==> src/rtl/core/gwm_pkg.sv <==
package gwm_pkg;

    typedef enum logic [1:0] {
        OP_CLEAR   = 2'd0,
        OP_APPEND  = 2'd1,
        OP_SUBJECT = 2'd2,
        OP_END     = 2'd3
    } t_op;

    localparam logic [7:0] CH_ANY_RUN = 8'h2A;
    localparam logic [7:0] CH_ONE     = 8'h3F;

    typedef struct packed {
        t_op        op;
        logic [7:0] char_value;
    } t_item;

    typedef struct packed {
        logic matched;
        logic overflow;
    } t_result;

endpackage

==> src/rtl/core/gwm_in_stage.sv <==
module gwm_in_stage (
    input  logic          i_clk,
    input  logic          i_rst_n,
    input  logic          i_valid,
    output logic          o_stall,
    input  logic [1:0]    i_opcode,
    input  logic [7:0]    i_char_value,
    input  logic          i_advance,
    output logic          o_item_valid,
    output gwm_pkg::t_item o_item
);

    logic           r_valid;
    gwm_pkg::t_item r_item;
    logic           n_load;

    // register is free when empty or when its item moves on this cycle
    assign n_load  = !r_valid || i_advance;
    assign o_stall = !n_load;

    always_ff @(posedge i_clk) begin
        if (!i_rst_n) begin
            r_valid <= 1'b0;
        end else if (n_load) begin
            r_valid <= i_valid;
        end
    end

    always_ff @(posedge i_clk) begin
        if (n_load && i_valid) begin
            r_item.op         <= gwm_pkg::t_op'(i_opcode);
            r_item.char_value <= i_char_value;
        end
    end

    assign o_item_valid = r_valid;
    assign o_item       = r_item;

endmodule

==> src/rtl/core/gwm_nfa.sv <==
module gwm_nfa #(
    parameter int MAX_PATTERN = 32
) (
    input  logic             i_clk,
    input  logic             i_rst_n,
    input  logic             i_fire,
    input  gwm_pkg::t_item   i_item,
    output gwm_pkg::t_result o_result
);

    localparam int NPOS = MAX_PATTERN + 1;

    logic [7:0]             r_store [MAX_PATTERN];
    logic [MAX_PATTERN-1:0] r_is_star;
    logic [MAX_PATTERN-1:0] r_is_one;
    logic [MAX_PATTERN-1:0] r_len_mask;   // thermometer of the pattern length
    logic [NPOS-1:0]        r_end;        // one-hot: position equal to the length
    logic [NPOS-1:0]        r_active;
    logic                   r_ovf;

    logic [MAX_PATTERN-1:0] n_len_mask;
    logic [NPOS-1:0]        n_end;
    logic [NPOS-1:0]        n_active;
    logic                   n_ovf;

    logic [MAX_PATTERN-1:0] star;
    logic [MAX_PATTERN-1:0] seed;
    logic [NPOS-1:0]        carry_sum;
    logic [NPOS-1:0]        closed;
    logic [MAX_PATTERN-1:0] step;

    // Star closure as a carry chain: an active star launches a carry that
    // runs across the following stars and lands on the first non-star.
    assign star      = r_is_star & r_len_mask;
    assign seed      = r_active[MAX_PATTERN-1:0] & star;
    assign carry_sum = {1'b0, star} + {1'b0, seed};
    assign closed    = r_active | (carry_sum ^ {1'b0, star});

    always_comb begin
        for (int i = 0; i < MAX_PATTERN; i++) begin
            step[i] = closed[i] & r_len_mask[i] & ~r_is_star[i]
                    & (r_is_one[i] | (r_store[i] == i_item.char_value));
        end
    end

    assign o_result.matched  = (|(closed & r_end)) & ~r_ovf;
    assign o_result.overflow = r_ovf;

    always_comb begin
        n_len_mask = r_len_mask;
        n_end      = r_end;
        n_ovf      = r_ovf;
        n_active   = r_active;
        if (i_fire) begin
            case (i_item.op)
                gwm_pkg::OP_CLEAR: begin
                    n_len_mask = '0;
                    n_end      = NPOS'(1);
                    n_ovf      = 1'b0;
                    n_active   = NPOS'(1);
                end
                gwm_pkg::OP_APPEND: begin
                    if (r_end[MAX_PATTERN]) begin
                        n_ovf = 1'b1;
                    end else begin
                        n_len_mask = r_len_mask | r_end[MAX_PATTERN-1:0];
                        n_end      = {r_end[NPOS-2:0], 1'b0};
                    end
                    n_active = NPOS'(1);
                end
                gwm_pkg::OP_SUBJECT: begin
                    n_active = {1'b0, closed[MAX_PATTERN-1:0] & star} | {step, 1'b0};
                end
                gwm_pkg::OP_END: begin
                    n_active = NPOS'(1);
                end
                default: begin
                    n_active = r_active;
                end
            endcase
        end
    end

    always_ff @(posedge i_clk) begin
        if (!i_rst_n) begin
            r_len_mask <= '0;
            r_end      <= NPOS'(1);
            r_ovf      <= 1'b0;
            r_active   <= NPOS'(1);
        end else begin
            r_len_mask <= n_len_mask;
            r_end      <= n_end;
            r_ovf      <= n_ovf;
            r_active   <= n_active;
        end
    end

    // pattern bytes land at the current end position
    always_ff @(posedge i_clk) begin
        for (int i = 0; i < MAX_PATTERN; i++) begin
            if (i_fire && i_item.op == gwm_pkg::OP_APPEND && r_end[i]) begin
                r_store[i]   <= i_item.char_value;
                r_is_star[i] <= (i_item.char_value == gwm_pkg::CH_ANY_RUN);
                r_is_one[i]  <= (i_item.char_value == gwm_pkg::CH_ONE);
            end
        end
    end

endmodule

==> src/rtl/core/glob_wildcard_matcher_top.sv <==
// Flow: an end-of-subject item is registered in the input stage, then its result
//   is registered in the output register and shown on o_valid.
// Throughput: one item per cycle, but an end item waits while the output
//   is full and stalled; NFA: carry-chain star closure, per-position compare.
// Reset (synchronous, active low): empty pattern, overflow cleared, position 0
//   active, no item in flight; pattern byte contents are not reset.
module glob_wildcard_matcher_top #(
    parameter int MAX_PATTERN = 32
) (
    input  logic       i_clk,
    input  logic       i_rst_n,
    input  logic       i_valid,
    output logic       o_stall,
    input  logic [1:0] i_opcode,
    input  logic [7:0] i_char_value,
    output logic       o_valid,
    input  logic       i_stall,
    output logic       o_matched,
    output logic       o_pattern_overflow
);

    logic             s1_valid;
    gwm_pkg::t_item   s1_item;
    logic             advance;
    logic             fire;
    gwm_pkg::t_result result;

    logic             r_out_valid;
    logic             r_matched;
    logic             r_ovf;

    // only an end item needs the output register to be free
    assign advance = (s1_item.op != gwm_pkg::OP_END) || !r_out_valid || !i_stall;
    assign fire    = s1_valid && advance;

    gwm_in_stage u_in_stage (
        .i_clk        (i_clk),
        .i_rst_n      (i_rst_n),
        .i_valid      (i_valid),
        .o_stall      (o_stall),
        .i_opcode     (i_opcode),
        .i_char_value (i_char_value),
        .i_advance    (advance),
        .o_item_valid (s1_valid),
        .o_item       (s1_item)
    );

    gwm_nfa #(
        .MAX_PATTERN (MAX_PATTERN)
    ) u_nfa (
        .i_clk    (i_clk),
        .i_rst_n  (i_rst_n),
        .i_fire   (fire),
        .i_item   (s1_item),
        .o_result (result)
    );

    always_ff @(posedge i_clk) begin
        if (!i_rst_n) begin
            r_out_valid <= 1'b0;
        end else if (fire && s1_item.op == gwm_pkg::OP_END) begin
            r_out_valid <= 1'b1;
        end else if (!i_stall) begin
            r_out_valid <= 1'b0;
        end
    end

    always_ff @(posedge i_clk) begin
        if (fire && s1_item.op == gwm_pkg::OP_END) begin
            r_matched <= result.matched;
            r_ovf     <= result.overflow;
        end
    end

    assign o_valid            = r_out_valid;
    assign o_matched          = r_matched;
    assign o_pattern_overflow = r_ovf;

`ifndef SYNTH
    a_no_match_on_overflow: assert property (@(posedge i_clk) disable iff (!i_rst_n)
        o_valid |-> !(o_matched && o_pattern_overflow))
        else $error("match reported with pattern overflow");

    a_end_blocked_stalls: assert property (@(posedge i_clk) disable iff (!i_rst_n)
        (s1_valid && s1_item.op == gwm_pkg::OP_END && r_out_valid && i_stall) |-> o_stall)
        else $error("input taken while end result is blocked");

    a_end_gives_result: assert property (@(posedge i_clk) disable iff (!i_rst_n)
        (fire && s1_item.op == gwm_pkg::OP_END) |=> o_valid)
        else $error("end item produced no result");
`endif

endmodule

==> config.mk <==
export PLATFORM = sky130hd
export DESIGN_NAME = glob_wildcard_matcher_top
export DESIGN_NICKNAME = d
export VERILOG_FILES = /design/src/rtl/core/gwm_pkg.sv /design/src/rtl/core/gwm_in_stage.sv /design/src/rtl/core/gwm_nfa.sv /design/src/rtl/core/glob_wildcard_matcher_top.sv
export SDC_FILE = /design/constraint.sdc
export NUM_CORES = 1
export LEC_CHECK = 0
export BUFFER_PORTS_ARGS = -buffer_cell sky130_fd_sc_hd__buf_2
export CORE_UTILIZATION = 57
export DETAILED_ROUTE_END_ITERATION = 10
export GPL_TIMING_DRIVEN = 1
export PLACE_DENSITY = 0.73
export SLEW_MARGIN = 20
export SYNTH_ARGS = -nofsm -noshare
export SYNTH_HDL_FRONTEND = slang
export SYNTH_SLANG_ARGS = --single-unit
==> constraint.sdc <==
create_clock -name i_clk -period 4.2 [get_ports i_clk]
set_input_delay 0.42 -clock i_clk [delete_from_list [all_inputs] [get_ports i_clk]]
set_output_delay 0.42 -clock i_clk [all_outputs]
set_load 0.05 [all_outputs]
---- Word-level counts from Yosys, hierarchy flattened ----
Memory sizes are Yosys's and may differ from the RTL's.
Index checks and enable logic that the tools add are counted.
word-level totals
  register bits after elaboration ......... 177
  RAM bits ................................ 256
  output and inout port bits .............. 4
  memories ................................ 1
operators by class
  add/sub/neg operators ................... 1
  equal/unequal tests ..................... 41
  multiplexer cells ....................... 73
  bitwise logic cells ..................... 170
  reductions and logical operators ........ 50
memories
  name           words  width  read ports  clocked after Yosys merged registers in  wr ports  RTL line       source
  u_nfa.r_store  32     8      32          0                                        32        gwm_nfa.sv:13  logic [7:0] r_store [MAX_PATTERN];
operator list
  cell                  number
  $eq A8 B8 Y1          32
  $pmux W33 S2          2
  $and A1 B1 Y1         97
  $and A32 B32 Y32      3
  $mux W1               67
  $pmux W32 S2          1
  $logic_and A1 B1 Y1   36
  $add A32 B32 Y33      1
  $and A33 B33 Y33      1
  $mux W33              1
  $not A1 Y1            33
  $or A32 B33 Y33       1
  $or A33 B33 Y33       1
  $reduce_or A33 Y1     1
  $xor A33 B32 Y33      1
  $mux W32              1
  $or A1 B1 Y1          32
  $or A32 B32 Y32       1
  $eq A8 B6 Y1 const B  2
  $reduce_and A3 Y1     2
  $eq A2 B2 Y1 const B  2
  $logic_not A1 Y1      4
  $ne A2 B1 Y1 const B  2
  $ne A2 B2 Y1 const B  2
  other kinds (7)       9

---- Logic depth before layout (Yosys ltp) ----
Gate-level depths: netlist (run 1).
  word-level depth ........................ 10
  gate-level depth with buffers ........... 12

---- Modules after synthesis ----
Synthesis (run 1) repeated with hierarchy kept, for this count alone.
second synthesis, totals
  cell total of the unflattened synthesis .. 1573
  area total of the unflattened synthesis .. 19466.2 um^2
modules (own cells, without submodules)
  module                     instances  cells each  area each (um^2)  seq. area each (um^2)
  gwm_nfa                    1          1550        18998.2           11591.1
  gwm_in_stage               1          14          347.8             320.3
  glob_wildcard_matcher_top  1          9           120.1             80.1

---- Least setup slack after synthesis (run 1) ----
No wires, ideal clock.
  kind .................................... flip-flop to flip-flop
  from .................................... register u_in_stage.r_item, in the netlist u_in_stage.o_item[3]
  to ...................................... register u_nfa.r_is_star[0] (data pin)
  setup time .............................. 0.539 ns
  data arrival time ....................... 3.667 ns
  required time ........................... 3.661 ns
  setup slack ............................. -0.007 ns
  stages on the path, launching flop included .. 6
  buffers on the path ..................... 3
  clock period less this slack ............ 4.207 ns
  cells stage by stage .................... edfxtp_1 clkbuf_1 buf_2 buf_1 nand4_1 nor4_1
on the way
  cells in the longest elaborated chain, start to end .. 1
ends and longest elaborated chain
  element                          RTL line            source
  from (decl)                      gwm_in_stage.sv:14  gwm_pkg::t_item r_item;
  $eq A8 B6 Y1                     gwm_nfa.sv:103      r_is_star[i] <= (i_item.char_value == gwm_pkg::CH_ANY_RUN);
  to (signal, indexed assignment)  gwm_nfa.sv:103
  to (decl)                        gwm_nfa.sv:14       logic [MAX_PATTERN-1:0] r_is_star;
No other way between the ends.
A chain may end at the register's enable or synchronous reset.

==> reports/summary.txt, run 1 <==
Sequential area share after synthesis = 62.1%
Compound-Gate Fraction of Synth Area = 10.4%
Drt first pass iters = 6
Cell Area, Synth = 19,300 sq um
Outcome = finished, final reports clean
Hold_sp = i_opcode[0]
DRC viols = 0
Die Y = 186 um
Critical Path Source Type = flop
Final Non-Filler Cells = 2,088
Dpl cells = 2,009
Async SR Flop Fraction = 0%
Layout overhead on the synthesized area = 10.3%
Fmax = 272 MHz
Max_cap viols = 0
Hold Fails Final Rpt = 0
Largest net degree at the start of global routing = 66
Initial Utilization = 57.7%
Latest clock arrival within the worst-skew pair = 0.55 ns
Top cell type by total area after synthesis = edfxtp_1
GRT overflow = 0
Tightest Hold Check Type = in2reg
Crit path kind = reg2reg
Clk pin slew, worst setup/hold paths = 0.07 ns
Largest family of logic cells by synthesized area = simple AND/OR/NAND/NOR gates
DRT iter0 DRCs = 1,128
Die W = 186 um
Worst R2R Setup Slack = 0.53 ns
Xor/xnor share of the synthesized area = 11.6%
Top cells by count, synth = 332 x edfxtp_1, 248 x xor2_1, 149 x nor2_1, 111 x a21oi_1, 101 x dfxtp_1
Clock Power Share = 42.8%
Post-synthesis mux area share = 0%
Post-synthesis simple-gate area fraction = 13.9%
Sw Pwr = 1780 uW
CP arrival = 3.96 ns
Yosys reg bits = 433
Vias per inst = 6.13
Antenna violations before repair = 0
Worst reg2reg path endpoint = o_matched
Routed len/inst = 21.1 um
Clock Path Buffers = 3
Logic pwr share = 3.5%
Vias in the first global route = 12,200
Top-area cell type share of the netlist area = 51.6%
Gate count after technology mapping = 1,594
Area contributors post-synth = edfxtp_1 52%, xor2_1 11%, dfxtp_1 10%
Slew @ Worst Pin = 1.05 ns
GRT Total Usage = 26.1%
Cells on worst reg2reg path = 12
Area of the multi-input gates = 6980 sq um
TritonCTS clock tree = done
Resized Gates After CTS = 0
Placer Congestion = 0.983
Sink Count = 433
Pwr dens = 404 nW/um^2
Via Count = 12,800
Syn Area/Cell = 12.1 sq um
Post-layout min period = 3.67 ns
Syn Nets = 1,609
Period utilisation layout = 87.5%
Required @ worst endpoint = 4.49 ns
Post-CTS Setup Repair Bufs = 0
Global-route wire length before repair = 69,100 um
Dpl hpwl = 29,300 um
Crit-path max FO = 5
Routed Antenna Nets = 0
Final setup viols = 0
Core ar. = 33,400 sq um
Rows = 67
Switching Share = 20.7%
Sequential group share of total power = 53.6%
Pleak = 0.00692 uW
Most common cell in the synthesized netlist = edfxtp_1
Warnings from Yosys = 0
IO Port Bufs = 17
Reg area = 12,000 sq um
# nets final = 1,621
FILL cells = 2,528
VDD IR max = 0.357 mV
Critical R2R Launch = u_nfa.r_is_star[1]
Hold Path Depth = 1
Die Area = 34,600 sq um
Nature of the critical path endpoint = flop
Root Buffer = clkbuf_16
Hold EP = u_in_stage.o_item[8]
Post-CTS Hold Fix Bufs = 0
Ys flop type = edfxtp_1
Worst Clk Skew = 0.0164 ns
Relative slew slack = 29.7%
Max-slew violations = 0
RSZ-0062 raised after global routing = false
Share of cells above drive strength 1 = 8.60%
Number of synthesized flops with an enable pin = 332
Ports = 18
Max H-tree Level = 2
CTS buffer count = 43
Diode count = 0
Fin Setup TNS = 0 ns
Wirelength, routed = 44,100 um
Post-Synth Adder-Cell Area = 0.0648%
Int Pwr = 6830 uW
Netlist cell types = 77
[power groups by stage]
stage / Clock, uW / Combinational, uW / Sequential (uW)
2_1_floorplan: 0 / 190 / 4720
3_3_place_gp: 0 / 296 / 4710
3_5_place_dp: 0 / 304 / 4710
4_1_cts: 3750 / 306 / 4620
5_1_grt: 3900 / 331 / 4620
6_report: 3690 / 302 / 4620
[placed cells by master (no fill, tap or decap), types with 5 or more instances in the layout]
cell and instances:
nand3_1 20, or2_2 10, o21a_1 5, and3_1 32
xnor2_1 8, edfxtp_1 332, nor3_1 22, clkbuf_1 14
buf_4 27, a311oi_1 8, a31oi_1 24, a22oi_1 44
clkbuf_16 45, xor2_1 248, a211oi_1 10, nand4_1 20
nand3b_1 7, o21bai_1 5, clkinv_1 5, clkbuf_8 6
nor4b_1 20, nor4bb_1 5, o211ai_1 7, inv_1 15
nand2_1 84, and3b_1 5, a21oi_1 110, nor2_1 145
nor3b_1 9, a31o_2 5, nor2b_1 8, o21ai_0 38
clkinv_2 5, nor4_1 76, buf_2 17, dfxtp_1 101
and2_1 9
[worst max path at each step]
stage,startpoint,to,depth (start not counted),slack (ns)
after floorplan,u_in_stage.o_item[3],u_nfa.r_is_star[0],5,0.82
after global placement,u_nfa.r_is_star[1],o_matched,12,0.75
after detailed placement,u_nfa.r_is_star[1],o_matched,12,0.65
after CTS,u_nfa.r_is_star[1],o_matched,12,0.63
after global routing,u_nfa.r_is_star[1],o_matched,12,0.31
final,u_nfa.r_is_star[1],o_matched,12,0.53
[logic make-up after synthesis]
| family | after synthesis |
|---|---|
| AOI/OAI and AO/OA | 307 |
| buffers and inverters | 96 |
| DFF | 433 |
| and+or+nand+nor | 501 |
| xor gates and xnor gates | 256 |
| adders and majority gates | 1 |
[worst max-delay path, stage by stage (launching register included)]
cell and delay, ns:
edfxtp_1 0.45, nand2_1 0.16, nor2_1 0.06, ha_1 0.19
a311oi_2 0.40, o21ai_0 0.29, a31o_2 0.32, a31oi_1 0.28
o211ai_1 0.20, a311oi_1 0.61, nor2_1 0.11, a211oi_1 0.20
a41oi_1 0.14
[routing by layer]
metal	up-vias	share of wire (%)	track usage [%]
met5	-	0	0
met4	0	2.4	8.43
met3	84	5.7	4.05
met2	419	47	41.9
met1	6296	45	36.5
li1	5997	-	-
[state kept, by name, indices dropped and copies added (netlist names)]
register	cells
u_nfa.r_is_one	32
u_in_stage.o_item_valid	1
o_valid	1
u_nfa.r_store	256
o_pattern_overflow	1
u_in_stage.o_item	10
o_matched	1
u_nfa.r_is_star	32
u_nfa.r_end	33
u_nfa.r_active	33
u_nfa.r_ovf	1
u_nfa.r_len_mask	32
[per-stage QoR]
stage	util, %	setup WS [ns]	hold WS, ns	instance area, sq um	total power, uW
after CTS	63.7	0.628	0.0249	21300	8670
after floorplan	-	0.819	0.432	19300	4910
after global placement	59.6	0.750	0.483	19900	5010
final	63.7	0.526	0.0449	21300	8610
after detailed placement	59.6	0.652	0.491	19900	5020
after global routing	63.7	0.309	0.0313	21300	8850
[cell type report]
cell class	instances	share of cell area, %
flip-flops and latches	433	56.3
multi-input cells	1065	32.7
clock buffers	65	5.92
well taps	448	2.63
repair buffers	47	1.63
clock inverters	14	0.482
inverters	16	0.282
No activity file was read; power rests on OpenSTA's default activity.
==> run 2: changes to the inputs <==
--- a/config.mk
+++ b/config.mk
@@ -6,10 +6,12 @@
 export NUM_CORES = 1
 export LEC_CHECK = 0
 export BUFFER_PORTS_ARGS = -buffer_cell sky130_fd_sc_hd__buf_2
-export CORE_UTILIZATION = 57
+export CELL_PAD_IN_SITES_DETAIL_PLACEMENT = 1
+export CELL_PAD_IN_SITES_GLOBAL_PLACEMENT = 2
+export CORE_UTILIZATION = 40
 export DETAILED_ROUTE_END_ITERATION = 10
 export GPL_TIMING_DRIVEN = 1
-export PLACE_DENSITY = 0.73
+export PLACE_DENSITY = 0.72
 export SLEW_MARGIN = 20
 export SYNTH_ARGS = -nofsm -noshare
 export SYNTH_HDL_FRONTEND = slang
==> run 2 against run 1 <==
  * Setup slack worse by 0.11 ns
  * Utilization is 18 points lower
  * Non-clock buffer count is 19 higher
  * Global-route usage is 3.9 points lower
  * Critical path type unchanged
  * Sequential cell count stayed put
  * Design area is 2.4% higher
  * Sequential power hardly changed
  * Die area is 42% higher
  * Highest routed layer unchanged
  * Combinational power is 11% higher
  * Hold slack worse by 0.015 ns
  * Sequential share of layout area is 1.3 points lower
==> reports/summary.txt, run 2 (synthesis gave the netlist of run 1 again) <==
Commonest cells after routing, fill and taps aside = 332 x edfxtp_1, 248 x xor2_1, 145 x nor2_1 (unchanged)
Latest clock arrival within the worst-skew pair = 0.58 ns (was 0.55 ns)
Slew @ Worst Pin = 1.02 ns (was 1.05 ns)
Fmax = 264 MHz (was 272 MHz)
Die W = 222 um (was 186 um)
Routed len/inst = 23.6 um (was 21.1 um)
Required @ worst endpoint = 4.51 ns (was 4.49 ns)
Ports = 18 (unchanged)
CTS buffer count = 47 (was 43)
Outcome = finished, final reports clean (unchanged)
Diode count = 0 (unchanged)
Sink Count = 433 (unchanged)
Fin Setup TNS = 0 ns (unchanged)
Dpl hpwl = 36,700 um (was 29,300 um)
Die Area = 49,100 sq um (was 34,600 sq um)
Vias in the first global route = 13,600 (was 12,200)
Root Buffer = clkbuf_16 (unchanged)
Placer Congestion = 0.923 (was 0.983)
Tightest Hold Check Type = in2reg (unchanged)
Worst Clk Skew = 0.0187 ns (was 0.0164 ns)
TritonCTS clock tree = done (unchanged)
Max_cap viols = 0 (unchanged)
Crit path kind = reg2reg (unchanged)
Antenna violations before repair = 0 (unchanged)
Global-route wire length before repair = 83,600 um (was 69,100 um)
Layout overhead on the synthesized area = 13.0% (was 10.3%)
Vias per inst = 5.68 (was 6.13)
Initial Utilization = 40.5% (was 57.7%)
Hold Fails Final Rpt = 0 (unchanged)
Clk pin slew, worst setup/hold paths = 0.07 ns (about the same)
Largest regs = u_nfa.r_store x256, u_nfa.r_active x33, u_nfa.r_end x33 (unchanged)
Crit-path max FO = 5 (unchanged)
DRC viols = 0 (unchanged)
Final Core Density = 45.8% (was 63.7%)
Resized Gates After CTS = 0 (unchanged)
Die Y = 222 um (was 186 um)
Drt first pass iters = 7 (was 6)
GRT Total Usage = 22.2% (was 26.1%)
GRT overflow = 0 (unchanged)
CP arrival = 4.10 ns (was 3.96 ns)
Final setup viols = 0 (unchanged)
Max H-tree Level = 2 (unchanged)
Period utilisation layout = 90.1% (was 87.5%)
Relative slew slack = 31.9% (was 29.7%)
Via Count = 13,000 (was 12,800)
Routed Antenna Nets = 0 (unchanged)
Max-slew violations = 0 (unchanged)
Core ar. = 47,600 sq um (was 33,400 sq um)
Critical Path Source Type = flop (unchanged)
Pre-CTS WS = 0.486 ns (was 0.652 ns)
Pwr dens = 409 nW/um^2 (was 404 nW/um^2)
# nets final = 1,644 (was 1,621)
Rows = 80 (was 67)
DRT iter0 DRCs = 761 (was 1,128)
VDD IR max = 0.346 mV (was 0.357 mV)
Pleak = 0.00707 uW (was 0.00692 uW)
Biggest register = u_nfa.r_store (unchanged)
Most common cell after layout, fill and taps aside = edfxtp_1 (unchanged)
Fin worst setup slack = 0.414 ns (was 0.526 ns)
Number of flip-flops in the largest register = 256 (unchanged)
Share of cells above drive strength 1 = 9.42% (was 8.60%)
Wirelength, routed = 53,900 um (was 44,100 um)
IO Port Bufs = 17 (unchanged)
Clock Path Buffers = 3 (unchanged)
RSZ-0062 raised after global routing = false (unchanged)
Nature of the critical path endpoint = flop (unchanged)
Post-layout min period = 3.79 ns (was 3.67 ns)
Largest net degree at the start of global routing = 67 (was 66)
run 2: critical path, stage by stage (launching register included):
cell and delay [ns]:
edfxtp_1 0.45, nand2_1 0.17, nor2_1 0.06, ha_1 0.19, a311oi_2 0.43, o21ai_0 0.32
a31o_2 0.35, a31oi_1 0.32, o211ai_1 0.22, a311oi_1 0.51, nor2_1 0.11, a211oi_1 0.22
a41oi_1 0.17
run 2: final timing paths:
check             slack [ns]               start  cells after the start              endpoint
hold reg to reg         0.52   u_nfa.r_active[2]                      2     u_nfa.r_active[2]
setup / recovery        0.41  u_nfa.r_is_star[1]                     12             o_matched
setup reg to reg        0.41  u_nfa.r_is_star[1]                     12             o_matched
hold / removal          0.03     i_char_value[2]                      1  u_in_stage.o_item[2]
run 2: layer usage:
layer | up-vias | wire length (um) | global-route usage [%]
li1 | 6037 | - | -
met1 | 6636 | 24700 | 30.3
met2 | 215 | 26300 | 37.1
met3 | 71 | 1700 | 2.50
met4 | 0 | 1220 | 6.70
met5 | - | 0 | 0
run 2: repair_timing:
action,CTS,global route
hold buffers,7,0
buffers inserted,0,0
hold endpoints to repair,7,0
run 2: where the power goes:
| part | total (uW) | internal [uW] | switching [uW] |
|---|---|---|---|
| registers | 4620 | 4600 | 18.9 |
| clock network | 3980 | 2300 | 1670 |
| logic | 334 | 104 | 230 |
| total | 8930 | 7010 | 1920 |
run 2: final cells by class:
type	count	area [sq um]
sequential	433	12000
fill	4930	25800
timing repair buffer	66	546
inverter	16	60.1
multi-input combinational	1065	6980
tap	615	769
clock buffer	69	1320
clock inverter	17	146
run 2: stage by stage:
step / instances / instance area [sq um] / hold WS, ns / power [uW]
after global routing: 2281 / 21800 / 0.00919 / 9200
after CTS: 2281 / 21800 / 0.000848 / 9050
after floorplan: 1594 / 19300 / 0.432 / 4910
after detailed placement: 2188 / 20300 / 0.497 / 5050
after global placement: 2188 / 20300 / 0.480 / 5040
final: 2281 / 21800 / 0.0300 / 8930
